**src/rtl/sha1_pkg.sv**
```systemverilog
// ----------------------------------------------------------------------------
// sha1_pkg
// Shared types and constants of the SHA-1 hash engine: initial chaining
// values, round constants, controller states and the command/status bundles.
// ----------------------------------------------------------------------------
package sha1_pkg;

	localparam logic [31:0] H0_INIT = 32'h67452301;
	localparam logic [31:0] H1_INIT = 32'hEFCDAB89;
	localparam logic [31:0] H2_INIT = 32'h98BADCFE;
	localparam logic [31:0] H3_INIT = 32'h10325476;
	localparam logic [31:0] H4_INIT = 32'hC3D2E1F0;

	localparam logic [31:0] K0 = 32'h5A827999;
	localparam logic [31:0] K1 = 32'h6ED9EBA1;
	localparam logic [31:0] K2 = 32'h8F1BBCDC;
	localparam logic [31:0] K3 = 32'hCA62C1D6;

	localparam logic [7:0] PAD_MARK = 8'h80;

	localparam logic [5:0] BLK_POS_LAST = 6'd63;
	localparam logic [5:0] LEN_POS      = 6'd56;

	localparam logic [6:0] RND_20   = 7'd20;
	localparam logic [6:0] RND_40   = 7'd40;
	localparam logic [6:0] RND_60   = 7'd60;
	localparam logic [6:0] RND_LAST = 7'd79;

	localparam logic [2:0] DIGEST_WORDS = 3'd5;

	typedef enum logic [2:0] {
		ST_IDLE,
		ST_MARK,
		ST_ZERO,
		ST_LEN,
		ST_ROUND,
		ST_ADD,
		ST_PUBLISH
	} state_t;

	typedef enum logic [1:0] {
		SRC_IN,
		SRC_MARK,
		SRC_ZERO,
		SRC_LEN
	} src_t;

	typedef struct packed {
		logic feed;
		src_t src;
		logic start;
		logic round;
		logic add;
		logic publish;
	} cmd_t;

	typedef struct packed {
		logic [5:0] pos;
		logic       rnd_last;
		logic       out_busy;
	} sts_t;

endpackage

```
**src/rtl/sha1_ctrl.sv**
```systemverilog
// ----------------------------------------------------------------------------
// sha1_ctrl
// Controller: sequences byte loading, padding, the 80 compression rounds,
// the chaining update and the hand-off of the digest to the output buffer.
// ----------------------------------------------------------------------------
module sha1_ctrl
	import sha1_pkg::*;
(
	input  logic   clk,
	input  logic   arst_n,
	input  logic   in_valid,
	input  logic   byte_valid,
	input  logic   last_byte,
	output logic   in_ready,
	input  sts_t   sts,
	output cmd_t   cmd
);

	state_t state_q, state_d;
	state_t ret_q, ret_d;

	always_ff @(posedge clk or negedge arst_n) begin
		if (!arst_n) begin
			state_q <= ST_IDLE;
			ret_q   <= ST_IDLE;
		end else begin
			state_q <= state_d;
			ret_q   <= ret_d;
		end
	end

	// next state
	always_comb begin
		state_d = state_q;
		ret_d   = ret_q;
		unique case (state_q)
			ST_IDLE: begin
				if (in_valid) begin
					if (byte_valid && sts.pos == BLK_POS_LAST) begin
						state_d = ST_ROUND;
						ret_d   = last_byte ? ST_MARK : ST_IDLE;
					end else if (last_byte) begin
						state_d = ST_MARK;
					end
				end
			end
			ST_MARK: begin
				if (sts.pos == BLK_POS_LAST) begin
					state_d = ST_ROUND;
					ret_d   = ST_ZERO;
				end else begin
					state_d = ST_ZERO;
				end
			end
			ST_ZERO: begin
				if (sts.pos == LEN_POS) begin
					state_d = ST_LEN;
				end else if (sts.pos == BLK_POS_LAST) begin
					state_d = ST_ROUND;
					ret_d   = ST_ZERO;
				end
			end
			ST_LEN: begin
				if (sts.pos == BLK_POS_LAST) begin
					state_d = ST_ROUND;
					ret_d   = ST_PUBLISH;
				end
			end
			ST_ROUND: begin
				if (sts.rnd_last) state_d = ST_ADD;
			end
			ST_ADD: begin
				state_d = ret_q;
			end
			ST_PUBLISH: begin
				if (!sts.out_busy) state_d = ST_IDLE;
			end
			default: begin
				state_d = ST_IDLE;
			end
		endcase
	end

	// outputs
	always_comb begin
		in_ready    = 1'b0;
		cmd         = '0;
		cmd.src     = SRC_IN;
		unique case (state_q)
			ST_IDLE: begin
				in_ready = 1'b1;
				cmd.feed = in_valid && byte_valid;
				cmd.src  = SRC_IN;
			end
			ST_MARK: begin
				cmd.feed = 1'b1;
				cmd.src  = SRC_MARK;
			end
			ST_ZERO: begin
				cmd.feed = (sts.pos != LEN_POS);
				cmd.src  = SRC_ZERO;
			end
			ST_LEN: begin
				cmd.feed = 1'b1;
				cmd.src  = SRC_LEN;
			end
			ST_ROUND: begin
				cmd.round = 1'b1;
			end
			ST_ADD: begin
				cmd.add = 1'b1;
			end
			ST_PUBLISH: begin
				cmd.publish = !sts.out_busy;
			end
			default: begin
				cmd.feed = 1'b0;
			end
		endcase
		// the byte that fills the block kicks off the compression
		cmd.start = cmd.feed && (sts.pos == BLK_POS_LAST);
	end

endmodule

```
**src/rtl/sha1_dp.sv**
```systemverilog
// ----------------------------------------------------------------------------
// sha1_dp
// Datapath: byte packer, 16-word schedule shift line, one SHA-1 round per
// cycle, chaining registers, message length counter and digest out buffer.
// ----------------------------------------------------------------------------
module sha1_dp
	import sha1_pkg::*;
(
	input  logic        clk,
	input  logic        arst_n,
	input  logic [7:0]  data_byte,
	input  cmd_t        cmd,
	output sts_t        sts,
	output logic        out_valid,
	input  logic        out_ready,
	output logic [31:0] digest_word,
	output logic [2:0]  word_index,
	output logic        last_word
);

	function automatic logic [31:0] rotl5(input logic [31:0] x);
		return {x[26:0], x[31:27]};
	endfunction

	function automatic logic [31:0] rotl30(input logic [31:0] x);
		return {x[1:0], x[31:2]};
	endfunction

	function automatic logic [31:0] rotl1(input logic [31:0] x);
		return {x[30:0], x[31]};
	endfunction

	logic [5:0]  pos_q;
	logic [63:0] byte_count_q;
	logic [6:0]  rnd_q;
	logic [31:0] chain_q [5];
	logic [2:0]  out_cnt_q;
	logic [31:0] dig_q [5];
	logic [23:0] word_q;
	logic [31:0] w_q [16];
	logic [31:0] a_q, b_q, c_q, d_q, e_q;

	logic [7:0]  feed_byte;
	logic [63:0] len_bits;
	logic [63:0] len_sh;
	logic [31:0] f_val, k_val, t_val, w_new;
	logic        out_take;

	assign len_bits = {byte_count_q[60:0], 3'b000};
	assign len_sh   = len_bits << {pos_q[2:0], 3'b000};

	always_comb begin
		unique case (cmd.src)
			SRC_IN:   feed_byte = data_byte;
			SRC_MARK: feed_byte = PAD_MARK;
			SRC_ZERO: feed_byte = 8'h00;
			SRC_LEN:  feed_byte = len_sh[63:56];
			default:  feed_byte = 8'h00;
		endcase
	end

	always_comb begin
		priority if (rnd_q < RND_20) begin
			f_val = (b_q & c_q) | (~b_q & d_q);
			k_val = K0;
		end else if (rnd_q < RND_40) begin
			f_val = b_q ^ c_q ^ d_q;
			k_val = K1;
		end else if (rnd_q < RND_60) begin
			f_val = (b_q & c_q) | (b_q & d_q) | (c_q & d_q);
			k_val = K2;
		end else begin
			f_val = b_q ^ c_q ^ d_q;
			k_val = K3;
		end
	end

	assign t_val = rotl5(a_q) + f_val + e_q + k_val + w_q[0];
	assign w_new = rotl1(w_q[13] ^ w_q[8] ^ w_q[2] ^ w_q[0]);

	assign out_valid   = (out_cnt_q != 3'd0);
	assign out_take    = out_valid && out_ready;
	assign digest_word = dig_q[0];
	assign word_index  = DIGEST_WORDS - out_cnt_q;
	assign last_word   = (out_cnt_q == 3'd1);

	assign sts.pos      = pos_q;
	assign sts.rnd_last = (rnd_q == RND_LAST);
	assign sts.out_busy = out_valid;

	// control registers
	always_ff @(posedge clk or negedge arst_n) begin
		if (!arst_n) begin
			pos_q        <= '0;
			byte_count_q <= '0;
			rnd_q        <= '0;
			out_cnt_q    <= '0;
			chain_q[0]   <= H0_INIT;
			chain_q[1]   <= H1_INIT;
			chain_q[2]   <= H2_INIT;
			chain_q[3]   <= H3_INIT;
			chain_q[4]   <= H4_INIT;
		end else begin
			if (cmd.feed) begin
				pos_q <= pos_q + 6'd1;
				if (cmd.src == SRC_IN) byte_count_q <= byte_count_q + 64'd1;
			end
			if (cmd.start) begin
				rnd_q <= '0;
			end else if (cmd.round) begin
				rnd_q <= rnd_q + 7'd1;
			end
			if (cmd.add) begin
				chain_q[0] <= chain_q[0] + a_q;
				chain_q[1] <= chain_q[1] + b_q;
				chain_q[2] <= chain_q[2] + c_q;
				chain_q[3] <= chain_q[3] + d_q;
				chain_q[4] <= chain_q[4] + e_q;
			end
			if (cmd.publish) begin
				// digest leaves for the out buffer, next message starts fresh
				out_cnt_q    <= DIGEST_WORDS;
				byte_count_q <= '0;
				chain_q[0]   <= H0_INIT;
				chain_q[1]   <= H1_INIT;
				chain_q[2]   <= H2_INIT;
				chain_q[3]   <= H3_INIT;
				chain_q[4]   <= H4_INIT;
			end else if (out_take) begin
				out_cnt_q <= out_cnt_q - 3'd1;
			end
		end
	end

	// payload registers
	always_ff @(posedge clk) begin
		if (cmd.feed) begin
			word_q <= {word_q[15:0], feed_byte};
			if (pos_q[1:0] == 2'b11) begin
				for (int i = 0; i < 15; i++) w_q[i] <= w_q[i + 1];
				w_q[15] <= {word_q, feed_byte};
			end
		end else if (cmd.round) begin
			for (int i = 0; i < 15; i++) w_q[i] <= w_q[i + 1];
			w_q[15] <= w_new;
		end
		if (cmd.start) begin
			a_q <= chain_q[0];
			b_q <= chain_q[1];
			c_q <= chain_q[2];
			d_q <= chain_q[3];
			e_q <= chain_q[4];
		end else if (cmd.round) begin
			a_q <= t_val;
			b_q <= a_q;
			c_q <= rotl30(b_q);
			d_q <= c_q;
			e_q <= d_q;
		end
		if (cmd.publish) begin
			for (int i = 0; i < 5; i++) dig_q[i] <= chain_q[i];
		end else if (out_take) begin
			for (int i = 0; i < 4; i++) dig_q[i] <= dig_q[i + 1];
			dig_q[4] <= dig_q[4];
		end
	end

endmodule

```
**src/rtl/sha1_hash_engine.sv**
```systemverilog
// ----------------------------------------------------------------------------
// sha1_hash_engine
// SHA-1 digest of a byte stream, one message byte per input item.
// ----------------------------------------------------------------------------
// Input channel (in_valid/in_ready): data_byte with byte_valid and last_byte.
// An item with byte_valid set appends its byte; last_byte ends the message
// (byte_valid low with last_byte high ends it without a byte, e.g. an empty
// message). An item with both flags low is dropped.
// Bytes are taken one per cycle while in_ready is high; the byte that completes
// a 64-byte block starts the 80 rounds of the single round unit and then the
// chaining add, during which no input is taken.
// At the end of a message, padding and length are fed one byte per cycle
// through the same packer, with one or two compressions, set by how full the
// last block was; the digest then passes to the output buffer.
// The five digest words then leave h0 first on the output channel
// (out_valid/out_ready) with word_index and last_word, one per cycle while out_ready is high.
// in_ready drops while a block compresses or padding runs, and also while a
// finished digest waits for the previous one to drain, so a stalled receiver
// backs up into the input once the output buffer is full.
// Reset restores the initial chaining values and clears the length count.
// ----------------------------------------------------------------------------
module sha1_hash_engine
	import sha1_pkg::*;
(
	input  logic        clk,
	input  logic        arst_n,
	input  logic        in_valid,
	output logic        in_ready,
	input  logic [7:0]  data_byte,
	input  logic        byte_valid,
	input  logic        last_byte,
	output logic        out_valid,
	input  logic        out_ready,
	output logic [31:0] digest_word,
	output logic [2:0]  word_index,
	output logic        last_word
);

	cmd_t cmd;
	sts_t sts;

	sha1_ctrl u_ctrl (
		.clk        (clk),
		.arst_n     (arst_n),
		.in_valid   (in_valid),
		.byte_valid (byte_valid),
		.last_byte  (last_byte),
		.in_ready   (in_ready),
		.sts        (sts),
		.cmd        (cmd)
	);

	sha1_dp u_dp (
		.clk         (clk),
		.arst_n      (arst_n),
		.data_byte   (data_byte),
		.cmd         (cmd),
		.sts         (sts),
		.out_valid   (out_valid),
		.out_ready   (out_ready),
		.digest_word (digest_word),
		.word_index  (word_index),
		.last_word   (last_word)
	);

endmodule
```
**config.mk**
```make
export PLATFORM = sky130hd
export DESIGN_NAME = sha1_hash_engine
export DESIGN_NICKNAME = d
export VERILOG_FILES = /design/src/rtl/sha1_pkg.sv /design/src/rtl/sha1_ctrl.sv /design/src/rtl/sha1_dp.sv /design/src/rtl/sha1_hash_engine.sv
export SDC_FILE = /design/constraint.sdc
export NUM_CORES = 2
export LEC_CHECK = 0
export BUFFER_PORTS_ARGS = -buffer_cell sky130_fd_sc_hd__buf_4
export CAP_MARGIN = 5
export CORE_MARGIN = 4
export CORE_UTILIZATION = 35
export CTS_BUF_LIST = sky130_fd_sc_hd__clkbuf_4 sky130_fd_sc_hd__clkbuf_8 sky130_fd_sc_hd__clkbuf_16
export DETAILED_ROUTE_END_ITERATION = 6
export MAX_ROUTING_LAYER = met4
export SYNTH_ARGS = -nofsm -noshare
export SYNTH_HDL_FRONTEND = slang
export SYNTH_HIERARCHICAL = 1
export SYNTH_SLANG_ARGS = --single-unit
```
**constraint.sdc**
```tcl
create_clock -name clk -period 40.3 [get_ports clk]
set_input_delay 4.03 -clock clk [delete_from_list [all_inputs] [get_ports clk]]
set_output_delay 4.03 -clock clk [all_outputs]
set_load 0.1 [all_outputs]
```
==> impl_metrics.ini <==
[logic_synthesis]
synth_mux_area_share_pct = 7.22
synth-simple-area-share_pct = 7.34
synth_top_family_by_area = compound AO/OA/AOI/OAI gates
syn_inst = 4142
netlist_area_um2 = 54400
synth_commonest_cells = edfxtp_1, nor2_1, inv_1
synth-compound-area-share_pct = 9.37
seq_area_frac_synth_pct = 58.6
synth_seq_cells = 1099
syn_nets = 4480
syn_area_per_cell_um2 = 13.1
synthTopCellsByArea = edfxtp_1, dfrtp_1, mux2_2
yosys_warnings = 6
async_reset_ff_share_pct = 22.1
synth_cell_types = 93
ys.flop_type = edfxtp_1
synthXorXnorAreaFrac_pct = 5.12
yosys.area_share.adder_pct = 9.18
yosysTopAreaCell = edfxtp_1
synth_edf_count = 856
yosysMostFrequentCell = edfxtp_1
netlist.area_leader.share_pct = 47.2

[outcome]
status = completed

[die]
dieWidth_um = 402
ios = 52
num_rows = 144
core_um2 = 154000
die_height_um = 402
initial_core_util_pct = 35.3
fp.dieArea_um2 = 162000

[worst_setup_path]
r2r_slack_ns = 31.82
end_kind = register
critPathSlowestCell = clkinv_1
r2r_end = u_dp/a_q[31]
crit_type = register to register
cp-start-kind = register
max_stage_delay_ns = 1.36
cp.required_ns = 40.75
path_buf_inv = 3
ff2ff_path_depth = 21
worstReg2RegStart = u_dp/rnd_q[4]
cp_max_fo = 20
arrival_ns = 8.93
crit_top_cell = fa_1
crit_chain = a41oi_1, nand2_1, clkinv_1, a221oi_1, fa_1, fa_1, fa_1, inv_1, ha_1, inv_1, fa_1, nand2b_1, a21oi_1, o31ai_1, a21oi_1, o22ai_1, o311a_1, o311ai_0, a21oi_1, xnor2_1, o21ai_0
crit_family = compound AO/OA/AOI/OAI gates

[clock_network]
cts-resized-gates = 0
numClockSinks = 1099
ctsHoldBuffers = 0
cts_buffers = 116
clk_pin_slew_ns = 0.06
cts_setup_buffers = 0
cts.path.max_buffers = 3
cts_max_level = 3
insertion_delay_ns = 0.77
cts_tree = built
cts-root-buf = clkbuf_16

[layout]
drive_above_1_share_pct = 15.6
nNetsFinal = 4517
area_growth_pct = 12.2

[drt]
routed_via_density = 5.13
wl_mm = 131
wl_per_cell_um = 20.8
dr.pass1.iters = 5
drt_iter0_markers = 2519
drc = 0
antenna_left = 0
routed-via-count = 32500

[sta]
slew_viol_final = 0
fin_skew_ns = 0.0609
rsz0062_at_grt = false
final-setup-viol-count = 0
fin_crit_sh_pct = 21.0
setup-tns-final_ns = 0
max_clock_freq_mhz = 118
finalCriticalPeriod_ns = 8.48
worst_slew_pin_slew_ns = 1.24
relSlewSlack_pct = 16.9
hold_viol_final = 0

[worst_hold_path]
hold_class = register to register
hold_end = u_dp/w_q[0][204]
min_from = u_dp/w_q[0][236]
hold_depth = 0

[placement]
io_buffers = 51
gp_congestion = 0.898
place_hpwl_mm = 89.8

[global_route]
antenna_found_initial = 3
overflow = 0
grt_pass1_vias = 32200
grt_pass1_wl_mm = 200
grt_start_max_net_pins = 213
grt_use_total_pct = 16.5

[run]
maxCapViolCount = 0
-- layout make-up --
class / instances / area, um2
clock buffers: 148 / 3200
multi-input cells: 2620 / 20900
diodes: 2 / 5.00
clock inverters: 71 / 895
repair buffers: 85 / 696
fillers: 14500 / 93200
flip-flops and latches: 1099 / 31900
inverters: 257 / 967
well taps: 2044 / 2560
-- worst register-to-register path, cell delays in order (launching register included) --
cell	delay (ns)
dfrtp_1	0.48
a41oi_1	0.28
nand2_1	0.98
clkinv_1	1.36
a221oi_1	0.69
fa_1	0.52
fa_1	0.54
fa_1	0.41
inv_1	0.07
ha_1	0.15
inv_1	0.05
fa_1	0.39
nand2b_1	0.18
a21oi_1	0.34
o31ai_1	0.18
a21oi_1	0.20
o22ai_1	0.19
o311a_1	0.38
o311ai_0	0.38
a21oi_1	0.14
xnor2_1	0.15
o21ai_0	0.11
-- worst max path at each step --
stage / startpoint / endpoint / slack (ns) / cells past startpoint
6_report: u_dp/rnd_q[4] / u_dp/a_q[31] / 31.82 / 21
5_1_grt: u_dp/rnd_q[4] / u_dp/a_q[31] / 31.28 / 21
4_1_cts: u_dp/rnd_q[3] / u_dp/a_q[31] / 31.83 / 21
3_5_place_dp: byte_valid / u_dp/w_q[0][135] / 31.56 / 8
3_3_place_gp: byte_valid / u_dp/w_q[0][103] / 31.64 / 8
2_1_floorplan: byte_valid / u_dp/w_q[0][0] / 11.28 / 5
-- state kept, by name, indices dropped and copies added (netlist names), 6 cells and up --
name and cells:
u_dp/dig_q 160, u_dp/b_q 32, u_dp/byte_count_q 61, u_dp/e_q 32, u_dp/chain_q 160, u_dp/c_q 32
u_dp/w_q 512, u_dp/d_q 32, u_dp/rnd_q 7, u_dp/a_q 32, u_dp/word_q 24, u_dp/pos_q 6
-- logic make-up after synthesis --
group / after synthesis
AOI/OAI and AO/OA: 776
DFF: 1099
muxes: 346
adders and majority gates: 324
and+or+nand+nor: 856
xor gates and xnor gates: 318
buffers and inverters: 423
-- layer usage --
metal	GRT usage, %	vias to the layer above	share of wire (%)
li1	-	15100	-
met1	22.7	16300	47
met2	25.6	768	46
met3	2.19	196	4.2
met4	4.81	0	2.8
met5	-	-	0
-- cells in the final DEF (no fill, tap or decap), types with 116 or more instances in the layout --
cell type,instances
nor2_1,294
ha_1,199
mux2_2,235
fa_1,125
o21ai_0,186
xnor2_1,201
nand2_1,221
edfxtp_1,856
clkbuf_16,116
a21oi_1,211
xor2_1,117
inv_1,253
dfrtp_1,163
-- through the flow --
stage               instance area (um2)  std cells  hold slack, ns  utilization, %  worst slack [ns]
floorplan                         54400       4142           0.400               -             11.28
global placement                  57000       6105           0.400            36.9             31.64
detailed placement                57000       6105           0.405            36.9             31.56
CTS                               61100       6324           0.389            39.6             31.83
global route                      61100       6325           0.402            39.6             31.28
finish                            61100       6326           0.402            39.6             31.82
Power is left out: the tool's default activity adds up to more than one toggle a clock period on the data nets, which glitch-free logic cannot reach.
